<file path="src/sv/nbi_pkg.sv">
package nbi_pkg;

  typedef enum logic [1:0] {
    CMD_LOAD  = 2'd0,
    CMD_EVAL  = 2'd1,
    CMD_CLEAR = 2'd2,
    CMD_NONE  = 2'd3
  } cmd_t;

  typedef enum logic [2:0] {
    ST_OK      = 3'd0,
    ST_FULL    = 3'd1,
    ST_EMPTY   = 3'd2,
    ST_ZERO_SP = 3'd3,
    ST_SAT     = 3'd4
  } status_t;

  typedef struct packed {
    logic [1:0]         cmd;
    logic signed [31:0] sample_x;
    logic signed [31:0] sample_y;
    logic signed [31:0] query_point;
  } in_item_t;

  typedef struct packed {
    logic signed [31:0] value;
    logic [2:0]         status;
    logic [4:0]         points_held;
  } out_item_t;

  typedef enum logic [3:0] {
    S_IDLE,
    S_DIV,
    S_COPY,
    S_COPY_WAIT,
    S_DIFF_RD,
    S_DIFF_WR,
    S_MUL_A,
    S_MUL_B,
    S_MUL_C,
    S_ACC,
    S_DONE
  } state_t;

  // controller to datapath
  typedef struct packed {
    logic load;        // store the sample
    logic clear;
    logic eval_init;   // latch query, start divider
    logic copy_wr;     // write diff_work at idx from y read
    logic diff_wr;     // write diff_work[j]
    logic mul_a;       // p *= (u + i - 1)
    logic mul_b;       // p *= recip(i)
    logic mul_c;       // t = p * diff[n-1]
    logic acc;         // sum += t
    logic sum_init;    // sum = y[n-1], p = 1
  } ctl_t;

  typedef struct packed {
    logic div_done;
  } sts_t;

  localparam logic signed [31:0] SMAX = 32'sh7fffffff;
  localparam logic signed [31:0] SMIN = 32'sh80000000;

  function automatic logic signed [31:0] sat32(input logic signed [65:0] v,
                                               output logic flag);
    flag = 1'b0;
    if (v > 66'sd2147483647) begin
      flag = 1'b1;
      return SMAX;
    end
    if (v < -66'sd2147483648) begin
      flag = 1'b1;
      return SMIN;
    end
    return v[31:0];
  endfunction

endpackage

</file>
<file path="src/sv/nbi_ctrl.sv">
module nbi_ctrl #(
  parameter int MAX_POINTS = 16,
  parameter int CW         = $clog2(MAX_POINTS + 1)
) (
  input  logic               clk,
  input  logic               rst,
  input  logic               start,
  input  nbi_pkg::in_item_t  item,
  input  nbi_pkg::sts_t      sts,
  input  logic               spacing_zero,
  input  logic signed [31:0] y_first,
  input  logic signed [31:0] sum,
  input  logic               sat,
  output logic               busy,
  output nbi_pkg::ctl_t      ctl,
  output logic [CW-1:0]      idx,
  output logic [CW-1:0]      iter,
  output logic [CW-1:0]      count,
  output logic               done,
  output nbi_pkg::out_item_t result
);
  nbi_pkg::state_t state, state_next;
  logic [CW-1:0] idx_next, iter_next, count_next;
  logic [CW-1:0] last_idx;
  logic          done_next;
  nbi_pkg::out_item_t result_next;
  logic          accept;

  assign accept   = start && !busy;
  assign busy     = (state != nbi_pkg::S_IDLE);
  assign last_idx = count - CW'(1);

  always_ff @(posedge clk) begin
    if (rst) begin
      state <= nbi_pkg::S_IDLE;
      count <= '0;
      done  <= 1'b0;
    end else begin
      state <= state_next;
      count <= count_next;
      done  <= done_next;
    end
    idx    <= idx_next;
    iter   <= iter_next;
    result <= result_next;
  end

  always_comb begin
    state_next  = state;
    idx_next    = idx;
    iter_next   = iter;
    count_next  = count;
    done_next   = 1'b0;
    result_next = result;
    ctl         = '0;
    unique case (state)
      nbi_pkg::S_IDLE: begin
        if (accept) begin
          done_next = 1'b1;
          result_next = '0;
          unique case (nbi_pkg::cmd_t'(item.cmd))
            nbi_pkg::CMD_LOAD: begin
              if (count >= CW'(MAX_POINTS)) begin
                result_next.status = nbi_pkg::ST_FULL;
                result_next.points_held = 5'(count);
              end else begin
                ctl.load = 1'b1;
                count_next = count + CW'(1);
                result_next.points_held = 5'(count + CW'(1));
              end
            end
            nbi_pkg::CMD_EVAL: begin
              result_next.points_held = 5'(count);
              if (count == '0) begin
                result_next.status = nbi_pkg::ST_EMPTY;
              end else if (count == CW'(1)) begin
                result_next.value = y_first;
              end else if (spacing_zero) begin
                result_next.status = nbi_pkg::ST_ZERO_SP;
              end else begin
                done_next = 1'b0;
                ctl.eval_init = 1'b1;
                state_next = nbi_pkg::S_DIV;
              end
            end
            nbi_pkg::CMD_CLEAR: begin
              ctl.clear = 1'b1;
              count_next = '0;
            end
            default: result_next.points_held = 5'(count);
          endcase
        end
      end
      nbi_pkg::S_DIV: begin
        if (sts.div_done) begin
          idx_next = '0;
          state_next = nbi_pkg::S_COPY;
        end
      end
      nbi_pkg::S_COPY: state_next = nbi_pkg::S_COPY_WAIT;
      nbi_pkg::S_COPY_WAIT: begin
        ctl.copy_wr = 1'b1;
        if (idx == last_idx) begin
          // y[n-1] is on the read port now, seed the sum with it
          ctl.sum_init = 1'b1;
          iter_next = CW'(1);
          state_next = nbi_pkg::S_DIFF_RD;
        end else begin
          idx_next = idx + CW'(1);
          state_next = nbi_pkg::S_COPY;
        end
      end
      nbi_pkg::S_DIFF_RD: state_next = nbi_pkg::S_DIFF_WR;
      nbi_pkg::S_DIFF_WR: begin
        ctl.diff_wr = 1'b1;
        if (idx == iter) begin
          idx_next = last_idx;
          state_next = nbi_pkg::S_MUL_A;
        end else begin
          idx_next = idx - CW'(1);
          state_next = nbi_pkg::S_DIFF_RD;
        end
      end
      nbi_pkg::S_MUL_A: begin
        ctl.mul_a = 1'b1;
        state_next = nbi_pkg::S_MUL_B;
      end
      nbi_pkg::S_MUL_B: begin
        ctl.mul_b = 1'b1;
        state_next = nbi_pkg::S_MUL_C;
      end
      nbi_pkg::S_MUL_C: begin
        ctl.mul_c = 1'b1;
        state_next = nbi_pkg::S_ACC;
      end
      nbi_pkg::S_ACC: begin
        ctl.acc = 1'b1;
        if (iter == last_idx) begin
          state_next = nbi_pkg::S_DONE;
        end else begin
          iter_next = iter + CW'(1);
          state_next = nbi_pkg::S_DIFF_RD;
        end
      end
      nbi_pkg::S_DONE: begin
        done_next = 1'b1;
        result_next.value = sum;
        result_next.status = sat ? nbi_pkg::ST_SAT : nbi_pkg::ST_OK;
        result_next.points_held = 5'(count);
        state_next = nbi_pkg::S_IDLE;
      end
      default: state_next = nbi_pkg::S_IDLE;
    endcase
  end
endmodule

</file>
<file path="config.mk">
export PLATFORM = sky130hd
export DESIGN_NAME = nbi_ctrl
export DESIGN_NICKNAME = d
export VERILOG_FILES = /design/src/sv/nbi_pkg.sv /design/src/sv/nbi_ctrl.sv
export SDC_FILE = /design/constraint.sdc
export NUM_CORES = 1
export LEC_CHECK = 0
export BUFFER_PORTS_ARGS = -buffer_cell sky130_fd_sc_hd__buf_2
export CORE_MARGIN = 2
export CORE_UTILIZATION = 41
export CTS_CLUSTER_SIZE = 8
export DETAILED_ROUTE_END_ITERATION = 10
export GPL_ROUTABILITY_DRIVEN = 1
export PLACE_DENSITY = 0.82
export SLEW_MARGIN = 0
export SYNTH_ARGS = -nofsm -noshare
export SYNTH_HDL_FRONTEND = slang
export SYNTH_SLANG_ARGS = --single-unit
export TNS_END_PERCENT = 5
</file>
<file path="constraint.sdc">
create_clock -name clk -period 2.9 [get_ports clk]
set_input_delay 0 -clock clk [delete_from_list [all_inputs] [get_ports clk]]
set_output_delay 0 -clock clk [all_outputs]
set_load 0.005 [all_outputs]
</file>
# Word-level counts from Yosys, hierarchy flattened
# Cells that the tools add are included.
[totals]
register_bits = 60
output_inout_bits = 67
inputBits = 168
[op_classes]
order_cmp = 1
eq_ne = 25
n_mux = 53
n_reduce_logical = 14
addsub = 5
[ops]
columns = ["op", "n"]
rows = [
  ["32-bit two-way mux", 3],
  ["40-bit one-hot mux with 2 select lines", 1],
  ["40-bit two-way mux", 1],
  ["4-bit one-hot mux with 10 select lines", 1],
  ["5-bit two-way mux", 6],
  ["4-bit two-way mux", 7],
  ["1-bit two-way mux", 21],
  ["5-bit one-hot mux with 2 select lines", 2],
  ["3-bit two-way mux", 6],
  ["4-bit by 3-bit == test with 1-bit output, second input constant", 4],
  ["2-bit inequality test, second input constant", 8],
  ["5-bit by 1-bit adder with 5-bit output, second input constant", 3],
  ["5-bit == test", 3],
  ["5-bit one-hot mux with 3 select lines", 1],
  ["4-bit == test, second input constant", 3],
  ["5-bit by 1-bit subtractor with 5-bit output, second input constant", 2],
  ["4-bit by 2-bit == test with 1-bit output, second input constant", 2],
  ["3-bit one-hot mux with 2 select lines", 1],
  ["3-bit AND reduction", 2],
  ["6-bit AND reduction", 1],
  ["5-bit by 1-bit == test with 1-bit output, second input constant", 1],
  ["5-bit >= comparator, second input constant", 1],
  ["5-bit zero test", 1],
  ["4-bit by 1-bit == test with 1-bit output, second input constant", 1],
  ["13 further kinds", 16],
]

# Depth between registers and ports, before layout
# Gate-level depths: netlist of run 1.
[logic_depth]
word_depth = 6
depth_mapped = 8

# Least setup slack after synthesis of run 1
# OpenSTA, ideal clock, no wires.
[synth_timing]
path_kind = "register to register"
startpoint = "register state[1]"
endpoint = "register result[0] in the netlist's numbering (enable)"
path_slack_ns = 0.720
t_required_ns = 2.502
stages_incl_launch_ff = 6
t_arrival_ns = 1.782
path_cell_list = "dfxtp_1 -> buf_6 -> or2_4 -> nor3_4 -> nand2_1 -> nand2_1"
[synth_between]
elab_chain_cells = 5
elab_cells_between_ends = 8
[synth_lines]
columns = ["element", "line", "rtl"]
rows = [
  ["start: declaration", "nbi_ctrl.sv:22", "nbi_pkg::state_t state, state_next;"],
  ["start signal: assignment", "nbi_ctrl.sv:35", "state <= nbi_pkg::S_IDLE;"],
  ["start signal: assignment", "nbi_ctrl.sv:39", "state <= state_next;"],
  ["4-bit nonzero test", "nbi_ctrl.sv:30", "assign busy = (state != nbi_pkg::S_IDLE);"],
  ["1-bit zero test", "nbi_ctrl.sv:29", "assign accept = start && !busy;"],
  ["1-bit logical AND", "nbi_ctrl.sv:29", ""],
  ["2-bit inequality test (no line)", "-", ""],
  ["2-bit AND reduction (no line) *", "-", ""],
  ["end signal: assignment", "nbi_ctrl.sv:45", "result <= result_next;"],
  ["end: declaration", "nbi_ctrl.sv:20", "output nbi_pkg::out_item_t result"],
]
# Mark *: on every way between the ends. The rest lies on a longest branch, timed or not.
# A chain may end at the register's enable or synchronous reset.

==> results of run 1 <==
## kinds of logic (layout without fill, tap and decap cells)
logic type | Yosys count | count (layout) | synth area share [%]
compound gates | 75 | 75 | 17.0
xor+xnor | 27 | 27 | 7.54
fa+ha+maj | 7 | 7 | 2.64
buf+inv | 32 | 224 | 4.37
flops | 60 | 60 | 51.3
mux | 5 | 5 | 1.51
other cells | 0 | 8 | 0
simple gates | 94 | 94 | 15.6
## final cells by class
| cell class | instances | area, um^2 | share of cell area [%] |
|---|---|---|---|
| inverter | 11 | 41.3 | 0.844 |
| sequential | 60 | 1700 | 34.8 |
| timing repair buffer | 197 | 1270 | 25.9 |
| tap | 102 | 128 | 2.61 |
| clock buffer | 10 | 138 | 2.81 |
| antenna | 8 | 20.0 | 0.409 |
| multi-input combinational | 208 | 1480 | 30.3 |
| clock inverter | 6 | 111 | 2.28 |
## flip-flops by register name (all words and copies together), names as in the netlist
register,count
iter,5
state,4
count,5
idx,5
done,1
result,40
## what timing repair did
| item | CTS | global route |
|---|---|---|
| endpoints found under the setup margin | 0 | 1 |
| endpoints found under the hold margin | 35 | 0 |
| gates resized for setup | 0 | 1 |
| hold buffers | 54 | 0 |
## critical path: cells and delay by family, from the launching register on
kind / cells / cell delay (ps)
buffers and inverters: 2 / 920
flip-flops: 1 / 440
AO/OA/AOI/OAI: 1 / 190
AND/OR/NAND/NOR: 4 / 950
## synth_stat cells, types with 2 or more instances
cell type / count
nor3_4: 2
or2_2: 3
ha_1: 7
nor2b_1: 5
edfxtp_1: 50
nand3b_1: 3
nand2_1: 20
xnor2_1: 10
nand3_1: 7
nor2_1: 22
a31oi_1: 3
clkbuf_1: 6
dfxtp_1: 10
a22o_1: 35
buf_2: 11
o21ai_0: 9
inv_1: 10
xor2_1: 16
nor3_1: 7
o2111ai_1: 2
nand2b_1: 7
and2_1: 3
a22oi_1: 3
mux2i_1: 5
a21oi_1: 11
nand4_1: 2
buf_1: 2
nor3b_1: 3
## power breakdown
part           internal [mW]  leakage, nW  total (mW)  switching, mW
registers              0.953        0.581       0.961        0.00802
clock network          0.594        0.123       0.938          0.344
logic                 0.0988         1.52       0.189         0.0904
total                   1.65         2.22        2.09          0.443
## layer usage
metal  part of all wire (%)  vias up  track usage (%)
met1                     46     1447             34.8
met5                   0.55        -                0
met3                     11       13             10.7
met2                     41      175             34.5
li1                       -     1493                -
met4                   0.55        8             4.35
## cells in the final DEF, fill, tap and decap left out, drive strengths merged, types with 7 or more instances in the layout
cell	n
a21oi	11
a22o	35
buf	143
clkbuf	10
dfxtp	10
diode	8
dlygate4sd3	54
edfxtp	50
ha	7
inv	11
nand2	20
nand2b	7
nand3	7
nor2	22
nor3	10
o21ai	10
xnor2	10
xor2	16
## worst max path at each step
stage | endpoint | from | cells after the start | slack, ps
3_3_place_gp | idx[0] | count[1] | 7 | 530
5_1_grt | result[37] | state[3] | 7 | 90
4_1_cts | result[39] | state[0] | 7 | 240
6_report | result[37] | state[3] | 7 | 260
2_1_floorplan | result[0] | state[1] | 5 | 720
3_5_place_dp | idx[0] | count[1] | 7 | 490
==> results.cfg, run 1 <==
[setup_path]
critPathCaptureType = register
r2r_setup_slack_ps = 260
cp-start-kind = register
critPathMaxFanout = 25
r2r-end = result[37]
critPathRequiredTime_ps = 3100
crit_slowest_cell = dlygate4sd3_1
cp_slowest_stage_delay_ps = 570
crit_chain = nor2b_1 > nand2_1 > nand3b_1 > nor3_4 > buf_4 > a22o_1 > dlygate4sd3_1
cp.arrival_ps = 2840
crit_type = reg2reg
r2r_cells = 7
r2r_start = state[3]

[flow_run]
maxCapViolCount = 0

[logic_synthesis]
syn_avg_cell_area_um2 = 11.1
synth_edf_count = 50
netlist.area_leader.share_pct = 45.2
synth_seq_cells = 60
synth_nets = 475
synth_cell_types = 54
ys_seq_area_share_pct = 51.3
netlist_area_um2 = 3320
synth_area_leaders = edfxtp_1 45%, a22o_1 9.2%, dfxtp_1 6.0%
synthCells = 300
yosys_most_used_dff = edfxtp_1
yosysWarnings = 0
synth_top_cell_by_area = edfxtp_1
ys_async_sr_fraction_pct = 0

[global_route]
grt_antenna_before_repair = 11
grt_max_degree = 41
grt_use_total_pct = 24.4
grt_pass1_vias = 2879
grt_pass1_wl_um = 15900
overflow = 0

[routing]
post-route-drc-count = 0
first_pass_iters = 5
routed_via_density = 5.21
ant_nets = 0
routed_wl_um = 10700
via_count = 3136
wl_per_cell_um = 17.8
drt-initial-drc-count = 191

[pwr]
p_total_mw = 2.09
vdd_drop_max_v = 0.000196
p_leak_nw = 2.22
powerDensity_nw_per_um2 = 427

[clock_network]
post-cts-setup-buffers = 0
clock_latency_ps = 340
cts_buffers = 9
cts_buffer_depth = 2
clock-sinks = 60
cts_tree = done
path_clk_slew_ps = 70
h-tree-depth = 3
cts_root_buf = clkbuf_8

[timing]
tightest_slew_ps = 568
setup_slack_ps = 263
fmax_mhz = 379
slew_violations = 0
fin_hold_ws_ps = 0.104
period_needed_ps = 2640
setup_viol = 0
final_hold_viol_count = 0
tns_ps = 0
rsz0062_at_grt = false
skew_ps = 10.7
slew-limit-headroom_pct = 61.8
finalCritPeriodShare_pct = 90.9

[placement]
dp_slack_ps = 488
postPlaceCellArea_um2 = 4080
place_hpwl_um = 7930
dp.cells = 524
io_buffer_count = 138
gp_congestion = 0.935

[layout]
nets = 662
utilization_pct = 63.0
final_cells = 602
fillCellCount = 609
post-route-cell-area_um2 = 4890
area_delta_synth_final_pct = 47.3
drive_gt1_share_pct = 35.4

[floorplanning]
fp.dieArea_um2 = 8830
core_region_area_um2 = 7770
die_x_um = 94.0
row_count = 32
initial_core_util_pct = 42.7
io_pins = 235
die_h_um = 94.0

[hold_path]
min_to = result[17]
hold_start = sum[9]
whs_path_depth = 2
hold_class = in2reg

[run_status]
status = finished clean
Note: power is estimated with default switching activity, not from simulation.
==> run 2, diff against run 1 <==
SETUP_SLACK_MARGIN = 0.3   (was default)
==> run 2 against run 1 <==
Against the previous run: the run now ends with hold timing left; clock skew is essentially flat; register-to-register slack gained 250 ps; maximum frequency grew 9.5%; hold slack is essentially flat; clock power is essentially flat; final area is essentially flat; largest power group unchanged; cell count shrank 0.17%.
==> results.cfg, run 2 (synthesized netlist as in run 1, its figures left out) <==
[pwr]
power.share.switching_pct = 21.2
p_leak_nw = 2.15
powerDensity_nw_per_um2 = 433
p_int_mw = 1.67
vdd_drop_max_v = 0.000212
netSwitchingPower_uw = 449
clkPwrFrac_pct = 44.3
share_comb_of_total_power_pct = 10.2
pwr-share-seq_pct = 45.4

[setup_path]
cp_slowest_stage_delay_ps = 420
r2r_cells = 7
crit_end = ctl[0]
crit_type = reg2out
critPathCaptureType = output port
critPathMaxFanout = 7
cp.arrival_ps = 2410
critPathRequiredTime_ps = 2900
cp-start-kind = register
crit_top_cell = inv_1
r2r_start = count[1]
crit_slowest_cell = nor3b_1
r2r-end = iter[0]
crit_start = count[1]
crit_chain = inv_1 > ha_1 > nor3b_1 > xnor3_1 > nand4_1 > or2_2 > inv_1 > buf_2
r2r_setup_slack_ps = 510

[floorplanning]
row_count = 32
die_h_um = 94.0
fp.dieArea_um2 = 8830
initial_core_util_pct = 42.7
core_region_area_um2 = 7770
die_x_um = 94.0
io_pins = 235

[clock_network]
clock-sinks = 60
cts_buffers = 9
post-cts-setup-buffers = 0
cts_tree = done
h-tree-depth = 3
path_clk_slew_ps = 70
cts_buffer_depth = 2
clock_latency_ps = 340
cts_root_buf = clkbuf_8

[layout]
drive_gt1_share_pct = 35.4
final_cells = 601
nets = 662
multi_input_area_um2 = 1480
fillCellCount = 599
utilization_pct = 63.0
top_register = result
seq_area_um2 = 1700
largest_reg_flops = 40
final_common_cell = buf_2
area_delta_synth_final_pct = 47.3
layout_common_cells = 138 x buf_2, 54 x dlygate4sd3_1, 50 x edfxtp_1

[global_route]
grt_pass1_vias = 2994
grt_antenna_before_repair = 10
overflow = 0
grt_pass1_wl_um = 16100
grt_use_total_pct = 24.6
grt_max_degree = 41

[timing]
tns_ps = 0
setup_slack_ps = 491
setup_viol = 0
finalCritPeriodShare_pct = 83.1
fin_hold_ws_ps = -0.232
rsz0062_at_grt = true
period_needed_ps = 2410
slew_violations = 0
slew-limit-headroom_pct = 60.9
final_hold_viol_count = 1
fmax_mhz = 415
tightest_slew_ps = 583
skew_ps = 10.4

[run_status]
failed_checks = hold timing
status = finished, violations left

[routing]
routed_via_density = 5.20
wl_per_cell_um = 17.9
first_pass_iters = 4
ant_nets = 0
routed_wl_um = 10800
via_count = 3124
post-route-drc-count = 0
drt-initial-drc-count = 198

[hold_path]
hold_class = in2reg
whs_path_depth = 2

[placement]
place_hpwl_um = 7930
gp_congestion = 0.935
io_buffer_count = 138
dp_slack_ps = 488
dp.cells = 524

[flow_run]
maxCapViolCount = 0
-- run 2: changes by cell type in the layout (fill, tap and decap cells not counted), sizes merged --
| cell | previous run | this run |
|---|---|---|
| diode | 8 | 7 |
-- run 2: critical path, delay by kind of cell (launching register included) --
kind | cells | cell delay, ps
AND/OR/NAND/NOR | 3 | 910
flip-flops | 1 | 370
buffers and inverters | 3 | 290
adder cells (fa/ha/maj) | 1 | 290
XOR/XNOR | 1 | 200
-- run 2: final cells by class --
cell class | instances | area share [%]
antenna | 7 | 0.358
clock buffer | 10 | 2.81
clock inverter | 6 | 2.28
inverter | 11 | 0.844
multi-input combinational | 208 | 30.3
sequential | 60 | 34.8
tap | 102 | 2.61
timing repair buffer | 197 | 25.9
-- run 2: stage by stage --
step                      total power, mW  cell area (um^2)
after floorplan                      1.04              3320
after global placement               1.13              4080
after detailed placement             1.13              4080
after CTS                            2.12              4870
after global routing                 2.19              4880
final                                2.12              4890
-- run 2: how the worst min path moves through the flow --
stage,end,start,slack [ps]
5_1_grt,result[17],sum[9],20
6_report,result[17],sum[9],-0.2
3_3_place_gp,result[23],y_first[15],290
3_5_place_dp,result[10],y_first[2],290
2_1_floorplan,ctl[7],start,100
4_1_cts,result[15],y_first[7],1
-- run 2: repair_timing --
action,in CTS,in global routing
gates resized for setup,0,1
setup endpoints to repair,0,6
hold endpoints to repair,35,0
hold buffers,54,0
-- run 2: power groups by stage --
stage / clock [mW] / combinational [mW] / sequential (mW)
detailed placement: 0 / 0.152 / 0.980
global route: 0.989 / 0.234 / 0.963
floorplan: 0 / 0.0544 / 0.984
global placement: 0 / 0.148 / 0.980
finish: 0.939 / 0.216 / 0.962
CTS: 0.950 / 0.212 / 0.961
-- run 2: routing by layer --
layer | track usage [%] | part of all wire (%) | vias up
li1 | - | - | 1491
met1 | 33.8 | 47 | 1433
met5 | 0 | 0.43 | -
met2 | 35.8 | 42 | 178
met4 | 5.68 | 1.0 | 6
met3 | 10.6 | 10 | 16
